[config.mk]
export PLATFORM = sky130hd
export DESIGN_NAME = line_edit_buffer_utf8_backspace
export DESIGN_NICKNAME = d
export VERILOG_FILES = /design/src/hw/rtl/lebu_pkg.sv /design/src/hw/rtl/line_edit_buffer_utf8_backspace.sv /design/src/hw/rtl/lebu_front.sv /design/src/hw/rtl/lebu_back.sv
export VERILOG_INCLUDE_DIRS = /design/src /design/src/hw/rtl
export SDC_FILE = /design/constraint.sdc
export NUM_CORES = 1
export LEC_CHECK = 0
export BUFFER_PORTS_ARGS = -buffer_cell sky130_fd_sc_hd__buf_2
export CORE_MARGIN = 2
export CORE_UTILIZATION = 59
export DETAILED_ROUTE_END_ITERATION = 16
export PLACE_DENSITY = 0.76
export SYNTH_ARGS = -nofsm -noshare
export SYNTH_HDL_FRONTEND = slang
export SYNTH_SLANG_ARGS = --single-unit
[constraint.sdc]
create_clock -name clk -period 3.5 [get_ports clk]
set_input_delay 0.525 -clock clk [delete_from_list [all_inputs] [get_ports clk]]
set_output_delay 0.525 -clock clk [all_outputs]
set_load 0.01 [all_outputs]
[src/hw/rtl/line_edit_buffer_utf8_backspace_assert.svh]
// Assertion macros shared by the line edit buffer modules.
`ifndef LINE_EDIT_BUFFER_UTF8_BACKSPACE_ASSERT_SVH
`define LINE_EDIT_BUFFER_UTF8_BACKSPACE_ASSERT_SVH

// The consequent must hold in the same cycle as the antecedent.
`define LEBU_ASSERT_NOW(label, ante, cons, msg) \
  label: assert property (@(posedge clk) disable iff (rst) (ante) |-> (cons)) \
    else $error(msg);

// The consequent must hold in the cycle after the antecedent.
`define LEBU_ASSERT_NEXT(label, ante, cons, msg) \
  label: assert property (@(posedge clk) disable iff (rst) (ante) |=> (cons)) \
    else $error(msg);

`endif

[src/hw/rtl/lebu_pkg.sv]
// Shared constants, command codes and types of the line edit buffer.
package lebu_pkg;

  // Size of the line store and the widths that follow from it.
  localparam int LINE_BYTES = 32;
  localparam int CNTW = $clog2(LINE_BYTES + 1);
  localparam int IDXW = (LINE_BYTES > 1) ? $clog2(LINE_BYTES) : 1;

  // Command queue between front and back; the depth is a power of two.
  localparam int QDEPTH = 2;
  localparam int QPW = (QDEPTH > 1) ? $clog2(QDEPTH) : 1;
  localparam int QCW = $clog2(QDEPTH + 1);

  // Input item kinds.
  localparam logic [1:0] KIND_EDIT  = 2'd0;
  localparam logic [1:0] KIND_RAW   = 2'd1;
  localparam logic [1:0] KIND_FLUSH = 2'd2;

  // Special byte values.
  localparam logic [7:0] CH_NUL = 8'h00;
  localparam logic [7:0] CH_BEL = 8'h07;
  localparam logic [7:0] CH_BS  = 8'h08;
  localparam logic [7:0] CH_LF  = 8'h0A;
  localparam logic [7:0] UTF8_CONT_MASK = 8'hC0;
  localparam logic [7:0] UTF8_CONT_TAG  = 8'h80;

  // Commands that the front hands to the back.
  localparam int OPW = 3;
  localparam logic [OPW-1:0] OP_STORE   = 3'd0;
  localparam logic [OPW-1:0] OP_BACK    = 3'd1;
  localparam logic [OPW-1:0] OP_NEWLINE = 3'd2;
  localparam logic [OPW-1:0] OP_RAW     = 3'd3;
  localparam logic [OPW-1:0] OP_FLUSH   = 3'd4;

  typedef struct packed {
    logic [OPW-1:0] op;
    logic [7:0]     data;
  } cmd_t;

endpackage

[src/hw/rtl/line_edit_buffer_utf8_backspace.sv]
// A raw byte passes from the command queue through ST_RAW to the registered result port.
// A drain reads each held byte in ST_DRD and sends it from ST_DOUT; a newline adds ST_NL for its own byte.
// A backspace reads each byte stepped back in ST_BRD and checks it in ST_BCHK; a stored byte is written in ST_WR.
// The back end takes one command at a time on its single-port line store, one access per cycle.
// Reset clears the fill count, command queue and output valid; store contents stay.
module line_edit_buffer_utf8_backspace import lebu_pkg::*; (
  input  logic       clk,
  input  logic       rst,
  input  logic       item_valid,
  output logic       item_stall,
  input  logic [1:0] kind,
  input  logic [7:0] data_byte,
  output logic       result_valid,
  input  logic       result_stall,
  output logic [7:0] out_byte,
  output logic       last
);

  logic cmd_valid;
  logic cmd_pop;
  cmd_t cmd;

  // Item classification and command queue.
  lebu_front u_front (
    .clk        (clk),
    .rst        (rst),
    .item_valid (item_valid),
    .item_stall (item_stall),
    .kind       (kind),
    .data_byte  (data_byte),
    .cmd_valid  (cmd_valid),
    .cmd        (cmd),
    .cmd_pop    (cmd_pop)
  );

  // Line store and result sequencing.
  lebu_back u_back (
    .clk          (clk),
    .rst          (rst),
    .cmd_valid    (cmd_valid),
    .cmd          (cmd),
    .cmd_pop      (cmd_pop),
    .result_valid (result_valid),
    .result_stall (result_stall),
    .out_byte     (out_byte),
    .last         (last)
  );

endmodule

[src/hw/rtl/lebu_front.sv]
// Front end: accepts items, classifies them and queues commands for the back end.
`include "line_edit_buffer_utf8_backspace_assert.svh"
module lebu_front import lebu_pkg::*; (
  input  logic       clk,
  input  logic       rst,
  input  logic       item_valid,
  output logic       item_stall,
  input  logic [1:0] kind,
  input  logic [7:0] data_byte,
  output logic       cmd_valid,
  output cmd_t       cmd,
  input  logic       cmd_pop
);

  cmd_t           q [QDEPTH];
  logic [QPW-1:0] wr_ptr;
  logic [QPW-1:0] rd_ptr;
  logic [QCW-1:0] count;
  logic           keep;
  logic           push;
  cmd_t           new_cmd;

  // Classify the item; dropped bytes and the unused kind make no command.
  always_comb begin
    keep = 1'b1;
    new_cmd.op = OP_STORE;
    new_cmd.data = data_byte;
    case (kind)
      KIND_RAW: begin
        new_cmd.op = OP_RAW;
      end
      KIND_FLUSH: begin
        new_cmd.op = OP_FLUSH;
      end
      KIND_EDIT: begin
        if (data_byte == CH_NUL || data_byte == CH_BEL) begin
          keep = 1'b0;
        end else if (data_byte == CH_BS) begin
          new_cmd.op = OP_BACK;
        end else if (data_byte == CH_LF) begin
          new_cmd.op = OP_NEWLINE;
        end else begin
          new_cmd.op = OP_STORE;
        end
      end
      default: begin
        keep = 1'b0;
      end
    endcase
  end

  assign item_stall = (count == QCW'(QDEPTH));
  assign push = item_valid && !item_stall && keep;
  assign cmd_valid = (count != '0);
  assign cmd = q[rd_ptr];

  // Queue pointers and fill level.
  always_ff @(posedge clk) begin
    if (rst) begin
      wr_ptr <= '0;
      rd_ptr <= '0;
      count <= '0;
    end else begin
      if (push) begin
        wr_ptr <= wr_ptr + QPW'(1);
      end
      if (cmd_pop) begin
        rd_ptr <= rd_ptr + QPW'(1);
      end
      count <= count + QCW'(push) - QCW'(cmd_pop);
    end
  end

  // Queue storage.
  always_ff @(posedge clk) begin
    if (push) begin
      q[wr_ptr] <= new_cmd;
    end
  end

  `LEBU_ASSERT_NOW(a_count_range, 1'b1, count <= QCW'(QDEPTH), "queue count out of range")
  `LEBU_ASSERT_NOW(a_pop_nonempty, cmd_pop, count != '0, "pop from an empty queue")

endmodule

[src/hw/rtl/lebu_back.sv]
// Back end: executes queued commands on the line store and drives the results.
`include "line_edit_buffer_utf8_backspace_assert.svh"
module lebu_back import lebu_pkg::*; (
  input  logic       clk,
  input  logic       rst,
  input  logic       cmd_valid,
  input  cmd_t       cmd,
  output logic       cmd_pop,
  output logic       result_valid,
  input  logic       result_stall,
  output logic [7:0] out_byte,
  output logic       last
);

  localparam logic [2:0] ST_IDLE = 3'd0;
  localparam logic [2:0] ST_DRD  = 3'd1;
  localparam logic [2:0] ST_DOUT = 3'd2;
  localparam logic [2:0] ST_NL   = 3'd3;
  localparam logic [2:0] ST_RAW  = 3'd4;
  localparam logic [2:0] ST_WR   = 3'd5;
  localparam logic [2:0] ST_BRD  = 3'd6;
  localparam logic [2:0] ST_BCHK = 3'd7;

  logic [7:0]      mem [LINE_BYTES];
  logic [7:0]      rd_data;
  logic [2:0]      state, state_next;
  logic [CNTW-1:0] fill, fill_next;
  logic [IDXW-1:0] idx, idx_next;
  logic [OPW-1:0]  op;
  logic [7:0]      data;
  logic            mem_we, mem_re;
  logic [IDXW-1:0] mem_addr;
  logic            out_free, out_load;
  logic [7:0]      out_byte_next;
  logic            last_next;
  logic            drain_end;

  assign out_free = !result_valid || !result_stall;
  assign cmd_pop = cmd_valid && (state == ST_IDLE);
  assign drain_end = (CNTW'(idx) == fill - CNTW'(1));

  // Command sequencer.
  always_comb begin
    state_next = state;
    fill_next = fill;
    idx_next = idx;
    mem_we = 1'b0;
    mem_re = 1'b0;
    mem_addr = idx;
    out_load = 1'b0;
    out_byte_next = rd_data;
    last_next = 1'b0;
    case (state)
      ST_IDLE: begin
        if (cmd_valid) begin
          idx_next = '0;
          case (cmd.op)
            OP_RAW: begin
              state_next = ST_RAW;
            end
            OP_FLUSH: begin
              state_next = (fill == '0) ? ST_IDLE : ST_DRD;
            end
            OP_NEWLINE: begin
              state_next = (fill == '0) ? ST_NL : ST_DRD;
            end
            OP_STORE: begin
              state_next = (fill == CNTW'(LINE_BYTES)) ? ST_DRD : ST_WR;
            end
            OP_BACK: begin
              idx_next = IDXW'(fill - CNTW'(1));
              state_next = (fill == '0) ? ST_IDLE : ST_BRD;
            end
            default: begin
              state_next = ST_IDLE;
            end
          endcase
        end
      end
      ST_DRD: begin
        mem_re = 1'b1;
        state_next = ST_DOUT;
      end
      ST_DOUT: begin
        if (out_free) begin
          out_load = 1'b1;
          last_next = drain_end && (op != OP_NEWLINE);
          if (drain_end) begin
            fill_next = '0;
            if (op == OP_NEWLINE) begin
              state_next = ST_NL;
            end else if (op == OP_STORE) begin
              state_next = ST_WR;
            end else begin
              state_next = ST_IDLE;
            end
          end else begin
            idx_next = idx + IDXW'(1);
            state_next = ST_DRD;
          end
        end
      end
      ST_NL: begin
        if (out_free) begin
          out_load = 1'b1;
          out_byte_next = CH_LF;
          last_next = 1'b1;
          fill_next = '0;
          state_next = ST_IDLE;
        end
      end
      ST_RAW: begin
        if (out_free) begin
          out_load = 1'b1;
          out_byte_next = data;
          last_next = 1'b1;
          state_next = ST_IDLE;
        end
      end
      ST_WR: begin
        mem_we = 1'b1;
        mem_addr = IDXW'(fill);
        fill_next = fill + CNTW'(1);
        state_next = ST_IDLE;
      end
      ST_BRD: begin
        // Position zero ends the step back without a look at its byte.
        if (idx == '0) begin
          fill_next = '0;
          state_next = ST_IDLE;
        end else begin
          mem_re = 1'b1;
          state_next = ST_BCHK;
        end
      end
      ST_BCHK: begin
        // A continuation byte belongs to the character being removed.
        if ((rd_data & UTF8_CONT_MASK) == UTF8_CONT_TAG) begin
          idx_next = idx - IDXW'(1);
          state_next = ST_BRD;
        end else begin
          fill_next = CNTW'(idx);
          state_next = ST_IDLE;
        end
      end
      default: begin
        state_next = ST_IDLE;
      end
    endcase
  end

  // Control registers.
  always_ff @(posedge clk) begin
    if (rst) begin
      state <= ST_IDLE;
      fill <= '0;
      result_valid <= 1'b0;
    end else begin
      state <= state_next;
      fill <= fill_next;
      result_valid <= out_load || (result_valid && result_stall);
    end
  end

  // Payload registers.
  always_ff @(posedge clk) begin
    idx <= idx_next;
    if (cmd_pop) begin
      op <= cmd.op;
      data <= cmd.data;
    end
    if (out_load) begin
      out_byte <= out_byte_next;
      last <= last_next;
    end
  end

  // Line store with registered read.
  always_ff @(posedge clk) begin
    if (mem_we) begin
      mem[mem_addr] <= data;
    end
    if (mem_re) begin
      rd_data <= mem[mem_addr];
    end
  end

  `LEBU_ASSERT_NOW(a_fill_range, 1'b1, fill <= CNTW'(LINE_BYTES), "fill count out of range")
  `LEBU_ASSERT_NOW(a_write_room, mem_we, fill < CNTW'(LINE_BYTES), "store write into a full line")
  `LEBU_ASSERT_NOW(a_drain_addr, state == ST_DRD, CNTW'(idx) < fill, "drain read beyond the line")
  `LEBU_ASSERT_NEXT(a_nl_last, state == ST_NL && out_free, result_valid && last,
    "newline result not marked last")

endmodule
==> results of run 1 <==
flip-flops by register name (all words and copies together), names as in the netlist, 3 cells and up, named ones only:
name,cells
u_back.mem,256
u_back.state,3
u_back.fill,6
u_back.rd_data,8
u_back.op,3
u_back.idx,5
u_front.q,22
u_back.out_byte,8
u_back.data,8
report_power, final:
group          leakage (uW)  switching, uW  internal [uW]
combinational       0.00216           2570           1330
clock              0.000538           1440           2100
sequential          0.00293            305           4980
placed cells by master, fill, tap and decap left out, drive strengths merged, types with 13 or more instances in the layout:
master and count:
o21ai 14, clkbuf 40, buf 85, a221oi 13, nor2 50, nand2 136, inv 18, clkinv 18
o22ai 14, mux4 39, nand3 50, mux2i 33, edfxtp 311, a21oi 89, dfxtp 15
worst max-delay path: stages, from the launching register on:
cell	delay, ps
dfxtp_1	380
buf_4	230
and4b_1	220
buf_4	190
a21o_2	740
mux2i_1	360
a211oi_1	120
a311oi_1	540
nand3_1	140
layer usage:
metal / wire (um) / vias up / global-route usage
met5: 0 / - / 0.00395
met4: 1190 / 0 / 0.102
met3: 3570 / 83 / 0.0489
met2: 16500 / 566 / 0.437
met1: 13700 / 4486 / 0.389
li1: - / 3937 / -
path summary, 6_finish.rpt:
| check | to | cells past startpoint |
|---|---|---|
| max | u_back.rd_data[3]$_DFFE_PP_ | 8 |
| min reg2reg | flip-flop | 2 |
| max reg2reg | u_back.rd_data[3]$_DFFE_PP_ | 8 |
| min | u_front.q[1][5]$_DFFE_PP_ | 1 |
per-stage QoR:
stage / area [um^2] / cells
after floorplan: 14200 / 989
after global placement: 14900 / 1331
after detailed placement: 14900 / 1331
after CTS: 16000 / 1393
after global routing: 16000 / 1394
final: 16000 / 1394
cell type report:
class,count,area (um^2),share of cell area
clock buffer,40,916,0.0573
clock inverter,22,188,0.0117
inverter,17,63.8,0.00399
multi-input combinational,585,4150,0.260
sequential,326,9640,0.603
tap,319,399,0.0250
timing repair buffer,85,636,0.0397
logic make-up after synthesis:
logic type,count (synthesis)
adder cells (fa/ha/maj),12
multiplexers,84
flip-flops,326
XOR/XNOR,19
AO/OA/AOI/OAI,184
AND/OR/NAND/NOR,286
buffers and inverters,78
==> results.yml, run 1 <==
clock_network:
  postCtsSetupRepairBufs: 0
  cts_root_buffer: "clkbuf_16"
  cts_tree: "built"
  clk_latency_ps: 530
  clockBufferDepth: 3
  clk_pin_slew_ps: 60
  clock-sinks: 326
  cts_hold_buf: 0
  post_cts_resized: 0
  cts_made_buffers: 35
  ctsHtreeMaxLevel: 2
die:
  die_h_um: 159
  ios: 25
  die_area_um2: 25200
  rows: 56
  die_w_um: 159
  core_um2: 23500
  start_util: 0.601
synthesis:
  synth_top_family_by_area: "multiplexers"
  synth_edf_count: 311
  ys_top_cells_by_count: "edfxtp_1, nand2_1, a21oi_1"
  synthMuxAreaShare: 0.0961
  yosysMostFrequentCell: "edfxtp_1"
  synth-compound-area-share: 0.0809
  ys_ff_latch: 326
  synth-simple-area-share: 0.0907
  ys_types: 58
  syn-num-nets: 1015
  synthXorXnorAreaFrac: 0.0138
  synth.yosys.warnings: 0
  synth_cells: 989
  avgSynthCellArea_um2: 14.3
  yosys.area_share.adder: 0.0111
  postSynth.asyncResetShare: 0
  synthFlopType: "edfxtp_1"
  yosysTopAreaCellShare: 0.660
  synth_area_leaders: "edfxtp_1, mux4_2, nand2_1, a21oi_1, mux2i_1"
  syn_area_um2: 14200
  yosysSeqAreaShare: 0.681
  synth_top_area_cell: "edfxtp_1"
drt:
  ant_nets: 0
  dr.pass1.iters: 5
  drc: 0
  vias: 9072
  wl_per_cell_um: 25.1
  drtIter0Drc: 1208
  wirelength_mm: 35.0
  via_per_inst: 6.51
sta:
  hold_viol: 0
  slew_violations: 0
  finalCriticalPeriod_ps: 3230
  tightest_slew_ps: 1290
  finalSetupViolations: 0
  rsz0062_at_grt: "false"
  fin_ws_ps: 269
  fmax_mhz: 309
  finalSetupTns_ps: 0
  finalCritPeriodShare: 0.923
  hold_ws_ps: 224
  slew_headroom: 0.138
  skew_ps: 25.1
placed_design:
  globalplace.congestion: 0.871
  hpwl_mm: 22.0
  port_buffers: 24
  dp_slack_ps: 396
setup_path:
  worstSetupStartpoint: "u_back.state[0]$_SDFFE_PP0P_"
  cp.required_ps: 3750
  start_kind: "flip-flop"
  r2r_start: "u_back.state[0]$_SDFFE_PP0P_"
  arrival_ps: 3480
  path_class: "flip-flop to flip-flop"
  rrSetupSlack_ps: 270
  cp-end-kind: "flip-flop"
  crit_fanout: 41
cells_and_area:
  final_core_util: 0.679
  layout-drive-gt1-share: 0.176
  nFillCells: 1590
  area_growth_pct: 13.0
  nets: 1076
  num_antenna_cells: 0
global_routing:
  grtUsageTotal: 0.276
  grt_pass1_vias: 8820
  grt_max_degree: 72
  grt_pass1_wl_mm: 52.5
  grt.overflow.total: 0
  antenna_found_initial: 0
worst_hold_path:
  hold_start: "data_byte[5]"
  hp-class: "primary input to flip-flop"
job:
  max_cap_violations: 0
status:
  outcome: "finished, final reports clean"
pwr:
  total_leakage_power_uw: 0.00564
  vdd_drop_max_v: 0.000495
  power_uw: 12700
  powerDensity_nw_per_um2: 795
Note: power is estimated with default switching activity, not from simulation.
==> inputs of run 2 (changes only) <==
--- a/config.mk
+++ b/config.mk
@@ -9,6 +9,7 @@
 export BUFFER_PORTS_ARGS = -buffer_cell sky130_fd_sc_hd__buf_2
 export CORE_MARGIN = 2
 export CORE_UTILIZATION = 59
+export CTS_BUF_LIST = sky130_fd_sc_hd__clkbuf_16
 export DETAILED_ROUTE_END_ITERATION = 16
 export PLACE_DENSITY = 0.76
 export SYNTH_ARGS = -nofsm -noshare
==> constraint.sdc (replaced) <==
create_clock -name clk -period 3.8 [get_ports clk]
set_input_delay 0.57 -clock clk [delete_from_list [all_inputs] [get_ports clk]]
set_output_delay 0.57 -clock clk [all_outputs]
set_load 0.01 [all_outputs]
==> run 2 against run 1 <==
  * Combinational power down 6.7%
  * Maximum frequency up 1.6%
  * Register-to-register slack better by 350 ps
==> results.yml, run 2 (synthesis results as in run 1) <==
status:
  outcome: "finished, final reports clean"
sta:
  hold_viol: 0
  slew_violations: 0
  slew_headroom: 0.412
  tightest_slew_ps: 878
  finalSetupTns_ps: 0
  hold_ws_ps: 267
  finalCritPeriodShare: 0.837
  finalCriticalPeriod_ps: 3180
  skew_ps: 16.8
  rsz0062_at_grt: "false"
  finalSetupViolations: 0
  fmax_mhz: 315
drt:
  wl_met1_mm: 13.1
  via_per_inst: 6.45
  drc: 0
  met3_length_mm: 3.64
  drtIter0Drc: 1250
  vias: 8915
  wl_per_cell_um: 25.2
  highest-signal-layer: "met4"
  ant_nets: 0
  wirelength_mm: 34.9
  route.met2.wl_mm: 16.9
  dr.pass1.iters: 6
setup_path:
  path_cells: "nand3b_4 > mux2i_1 > nand3_1 > nor2_1"
  rrSetupSlack_ps: 620
  r2r_start: "u_back.state[2]$_SDFFE_PP0P_"
  start_kind: "flip-flop"
  cp_num_buf_inv: 0
  cp-end-kind: "flip-flop"
  cp_top_family: "simple AND/OR/NAND/NOR gates"
  cpMaxStageDelayCell: "nor2_1"
  arrival_ps: 3320
  r2r_cells: 4
  cp.required_ps: 3940
  r2r-end: "u_back.mem[17][2]$_DFFE_PP_"
  slowest_delay_ps: 730
  crit_fanout: 17
  path_class: "flip-flop to flip-flop"
pwr:
  seqPwrFrac: 0.408
  power.share.clock: 0.283
  power_uw: 11700
  vdd_drop_max_v: 0.000390
  pwr-share-comb: 0.309
  switchingPower_uw: 3960
  powerDensity_nw_per_um2: 737
  intPower_uw: 7760
  switching_share: 0.338
  total_leakage_power_uw: 0.00560
cells_and_area:
  nets: 1066
  reg_top3: "u_back.mem x256, u_front.q x22"
  largest_reg_flops: 256
  num_antenna_cells: 0
  regMostFlops: "u_back.mem"
  mostFrequentLayoutCells: "edfxtp_1, nand2_1, a21oi_1"
  layout-drive-gt1-share: 0.174
  area_growth_pct: 12.4
  final_core_util: 0.676
  layout_commonest_cell: "edfxtp_1"
  fin_cells: 1383
worst_hold_path:
  hp-class: "primary input to flip-flop"
  hold_path_end: "u_front.q[0][6]$_DFFE_PP_"
  hold_start: "data_byte[6]"
  min_path_cells: 1
clock_network:
  cts_made_buffers: 34
  cts_hold_buf: 0
  cts_root_buffer: "clkbuf_16"
  clockBufferDepth: 3
  ctsHtreeMaxLevel: 2
  post_cts_resized: 0
  clock-sinks: 326
  cts_tree: "built"
  clk_pin_slew_ps: 60
  postCtsSetupRepairBufs: 0
  clk_latency_ps: 520
global_routing:
  antenna_found_initial: 0
  grt.overflow.total: 0
  grt_max_degree: 68
  grt_pass1_vias: 8785
  grt_pass1_wl_mm: 52.8
  grtUsageTotal: 0.279
placed_design:
  globalplace.congestion: 0.916
  port_buffers: 24
  hpwl_mm: 21.8
  dp_cells: 1323
die:
  die_w_um: 159
  rows: 56
  core_um2: 23500
  ios: 25
  die_area_um2: 25200
  die_h_um: 159
  start_util: 0.601
job:
  max_cap_violations: 0
-- run 2: changes by cell type in the layout (fill, tap and decap cells not counted) --
cell        delta
clkinv_4       -1
clkinv_2       +4
clkinv_1       -8
clkbuf_16      -2
bufinv_16      +2
inv_1          +5
buf_16         -1
clkinvlp_4     +1
buf_12         -1
clkbuf_1       -4
buf_4          -7
inv_6          +1
-- run 2: worst reg2reg max path, stage by stage (launching register included) --
cell and delay, ps:
dfxtp_1 680, nand3b_4 280, mux2i_1 600, nand3_1 500
nor2_1 730
-- run 2: power groups by stage --
| stage | logic (uW) | clock network [uW] | registers [uW] |
|---|---|---|---|
| floorplan | 2250 | 0 | 4920 |
| global placement | 3490 | 0 | 4840 |
| detailed placement | 3560 | 0 | 4840 |
| CTS | 3580 | 3330 | 4770 |
| global route | 3890 | 3480 | 4800 |
| finish | 3630 | 3320 | 4780 |
-- run 2: cell type report --
class | count | area (um^2)
Multi-Input combinational cell | 585 | 4150
Fill cell | 1595 | 7630
Clock buffer | 34 | 851
Clock inverter | 26 | 264
Sequential cell | 326 | 9640
Inverter | 17 | 63.8
Tap cell | 319 | 399
Timing Repair Buffer | 76 | 536
-- run 2: worst max-delay path by stage --
stage,startpoint,end,slack [ps],depth (start not counted)
detailed placement,u_back.state[2]$_SDFFE_PP0P_,u_back.mem[17][4]$_DFFE_PP_,720,4
CTS,u_back.state[2]$_SDFFE_PP0P_,u_back.mem[17][4]$_DFFE_PP_,710,4
floorplan,u_back.fill[0]$_SDFFE_PP0P_,u_back.idx[0]$_DFFE_PP_,1310,9
global route,u_back.state[2]$_SDFFE_PP0P_,u_back.rd_data[7]$_DFFE_PP_,400,6
global placement,u_back.state[2]$_SDFFE_PP0P_,u_back.rd_data[5]$_DFFE_PP_,910,6
finish,u_back.state[2]$_SDFFE_PP0P_,u_back.mem[17][2]$_DFFE_PP_,620,4
-- run 2: layer usage --
metal	up-vias	track usage
li1	3896	-
met1	4415	0.374
met2	522	0.453
met3	82	0.0580
met4	0	0.110
met5	-	0
-- run 2: stage by stage --
step                      instance area [um^2]  setup slack [ps]
after global routing                     15900               401
after floorplan                          14200              1310
after detailed placement                 14800               722
after global placement                   14800               912
after CTS                                15900               713
final                                    15900               621
==> inputs of run 3 (changes only) <==
--- a/config.mk
+++ b/config.mk
@@ -8,7 +8,7 @@
 export LEC_CHECK = 0
 export BUFFER_PORTS_ARGS = -buffer_cell sky130_fd_sc_hd__buf_2
 export CORE_MARGIN = 2
-export CORE_UTILIZATION = 59
+export CORE_UTILIZATION = 57
 export CTS_BUF_LIST = sky130_fd_sc_hd__clkbuf_16
 export DETAILED_ROUTE_END_ITERATION = 16
 export PLACE_DENSITY = 0.76
==> constraint.sdc (replaced) <==
create_clock -name clk -period 2.9 [get_ports clk]
set_input_delay 0.435 -clock clk [delete_from_list [all_inputs] [get_ports clk]]
set_output_delay 0.435 -clock clk [all_outputs]
set_load 0.01 [all_outputs]
==> run 3 against run 2 <==
  * Power increased by 30%
  * Cell count increased by 3.8%
  * Count of clock-buffer cells in the layout increased by 1
  * Setup slack got worse by 460 ps
  * Combinational power increased by 37%
  * Register-to-register slack got worse by 460 ps
  * Sequential share of layout area decreased by 1.1 points
  * Routed wire length decreased by 0.35%
  * Sequential cell count unchanged
  * Critical endpoint is now u_back.rd_data[1]$_DFFE_PP_
  * Largest power group unchanged
  * Highest routed layer unchanged
==> results.yml, run 3 (synthesis results as in run 1) <==
drt:
  dr.pass1.iters: 5
  wirelength_mm: 34.8
  drc: 0
  drtIter0Drc: 1268
  ant_nets: 0
  vias: 9185
  via_per_inst: 6.40
  wl_per_cell_um: 24.2
placed_design:
  dp_slack_ps: 59.3
  hpwl_mm: 22.7
  port_buffers: 24
  globalplace.congestion: 0.890
  dpl_cell_area_um2: 15200
  dp_cells: 1373
clock_network:
  cts_tree: "built"
  clk_pin_slew_ps: 60
  clock-sinks: 326
  postCtsSetupRepairBufs: 0
  cts_hold_buf: 0
  clockBufferDepth: 3
  ctsHtreeMaxLevel: 2
  cts_made_buffers: 34
  clk_latency_ps: 520
  cts_root_buffer: "clkbuf_16"
setup_path:
  path_class: "flip-flop to flip-flop"
  arrival_ps: 2980
  start_kind: "flip-flop"
  cp.required_ps: 3140
  r2r_cells: 6
  r2r-end: "u_back.rd_data[1]$_DFFE_PP_"
  crit_fanout: 20
  rrSetupSlack_ps: 160
  r2r_start: "u_back.fill[1]$_SDFFE_PP0P_"
  cp-end-kind: "flip-flop"
pwr:
  total_leakage_power_uw: 0.00580
  vdd_drop_max_v: 0.000592
  powerDensity_nw_per_um2: 941
status:
  outcome: "finished, final reports clean"
sta:
  slew_headroom: 0.382
  hold_viol: 0
  fmax_mhz: 365
  skew_ps: 28.8
  finalSetupViolations: 0
  tightest_slew_ps: 925
  finalCritPeriodShare: 0.944
  fin_ws_ps: 162
  rsz0062_at_grt: "false"
  finalSetupTns_ps: 0
  hold_ws_ps: 139
  slew_violations: 0
  finalCriticalPeriod_ps: 2740
die:
  start_util: 0.582
  die_h_um: 162
  ios: 25
  die_w_um: 162
  die_area_um2: 26100
  rows: 57
  core_um2: 24300
cells_and_area:
  regMostFlops: "u_back.mem"
  nets: 1111
  fin_cells: 1436
  regArea_um2: 9640
  fin_area_um2: 16200
  layout_commonest_cell: "edfxtp_1"
  layout-drive-gt1-share: 0.202
  area_growth_pct: 14.6
  largest_reg_flops: 256
  multi_input_area_um2: 4160
  nFillCells: 1646
  mostFrequentLayoutCells: "edfxtp_1, nand2_1, buf_4"
  reg_top3: "u_back.mem x256, u_front.q x22"
job:
  max_cap_violations: 0
worst_hold_path:
  hold_path_end: "u_front.q[1][4]$_DFFE_PP_"
  min_path_cells: 1
  hp-class: "primary input to flip-flop"
  hold_start: "data_byte[4]"
global_routing:
  grt.overflow.total: 0
  grt_pass1_wl_mm: 52.9
  grt_pass1_vias: 9132
  grt_max_degree: 43
  grtUsageTotal: 0.272
  antenna_found_initial: 2
==> run 3: cell types whose count changed in the layout (fill, tap and decap cells not counted), sizes merged <==
cell | previous run | this run
bufinv | 5 | 1
inv | 24 | 25
buf | 76 | 121
diode | 0 | 1
clkinvlp | 1 | 3
clkbuf | 34 | 35
clkinv | 13 | 15
==> run 3: worst max path at each step <==
stage / start / end / slack [ps] / cells after the start
global placement: u_back.state[1]$_SDFFE_PP0P_ / u_back.rd_data[1]$_DFFE_PP_ / 130 / 7
global route: u_back.fill[1]$_SDFFE_PP0P_ / u_back.rd_data[1]$_DFFE_PP_ / 30 / 6
CTS: u_back.state[1]$_SDFFE_PP0P_ / u_back.rd_data[1]$_DFFE_PP_ / 40 / 7
finish: u_back.fill[1]$_SDFFE_PP0P_ / u_back.rd_data[1]$_DFFE_PP_ / 160 / 6
floorplan: u_back.fill[0]$_SDFFE_PP0P_ / u_back.idx[0]$_DFFE_PP_ / 410 / 9
detailed placement: u_back.state[1]$_SDFFE_PP0P_ / u_back.rd_data[1]$_DFFE_PP_ / 60 / 7
==> run 3: per-layer routing <==
| layer | part of all wire | GRT usage | vias up | wire [um] |
|---|---|---|---|---|
| li1 | - | - | 4002 | - |
| met1 | 0.38 | 0.368 | 4548 | 13200 |
| met2 | 0.47 | 0.426 | 559 | 16500 |
| met3 | 0.11 | 0.0611 | 76 | 3750 |
| met4 | 0.037 | 0.124 | 0 | 1300 |
| met5 | 0 | 0 | - | 0 |
==> run 3: metrics by stage <==
| stage | util | power [uW] |
|---|---|---|
| floorplan | - | 9390 |
| global placement | 0.623 | 11100 |
| detailed placement | 0.623 | 11200 |
| CTS | 0.666 | 15200 |
| global route | 0.667 | 15900 |
| finish | 0.667 | 15300 |
==> run 3: what timing repair did <==
item | CTS | global route
resized for setup | 0 | 1
endpoints found under the setup margin | 0 | 1
endpoints found under the hold margin | 0 | 0
==> run 3: final cells by class <==
type | instances | share of cell area
antenna | 1 | 0.000154
clock buffer | 35 | 0.0540
clock inverter | 27 | 0.0103
inverter | 17 | 0.00394
multi-input combinational | 585 | 0.257
sequential | 326 | 0.595
tap | 324 | 0.0250
timing repair buffer | 121 | 0.0554
==> run 3: where the power goes <==
part | internal [uW] | total [uW] | switching, uW | leakage [uW]
Clock | 2290 | 4020 | 1730 | 0.000527
Combinational | 1760 | 4970 | 3220 | 0.00234
Sequential | 6000 | 6270 | 274 | 0.00293
==> run 3: worst max-delay path, stage by stage, from the launching register on <==
cell,delay (ps)
dfxtp_2,460
buf_4,420
mux4_2,550
mux2i_1,240
o22ai_1,140
a21oi_1,530
nand3_1,120
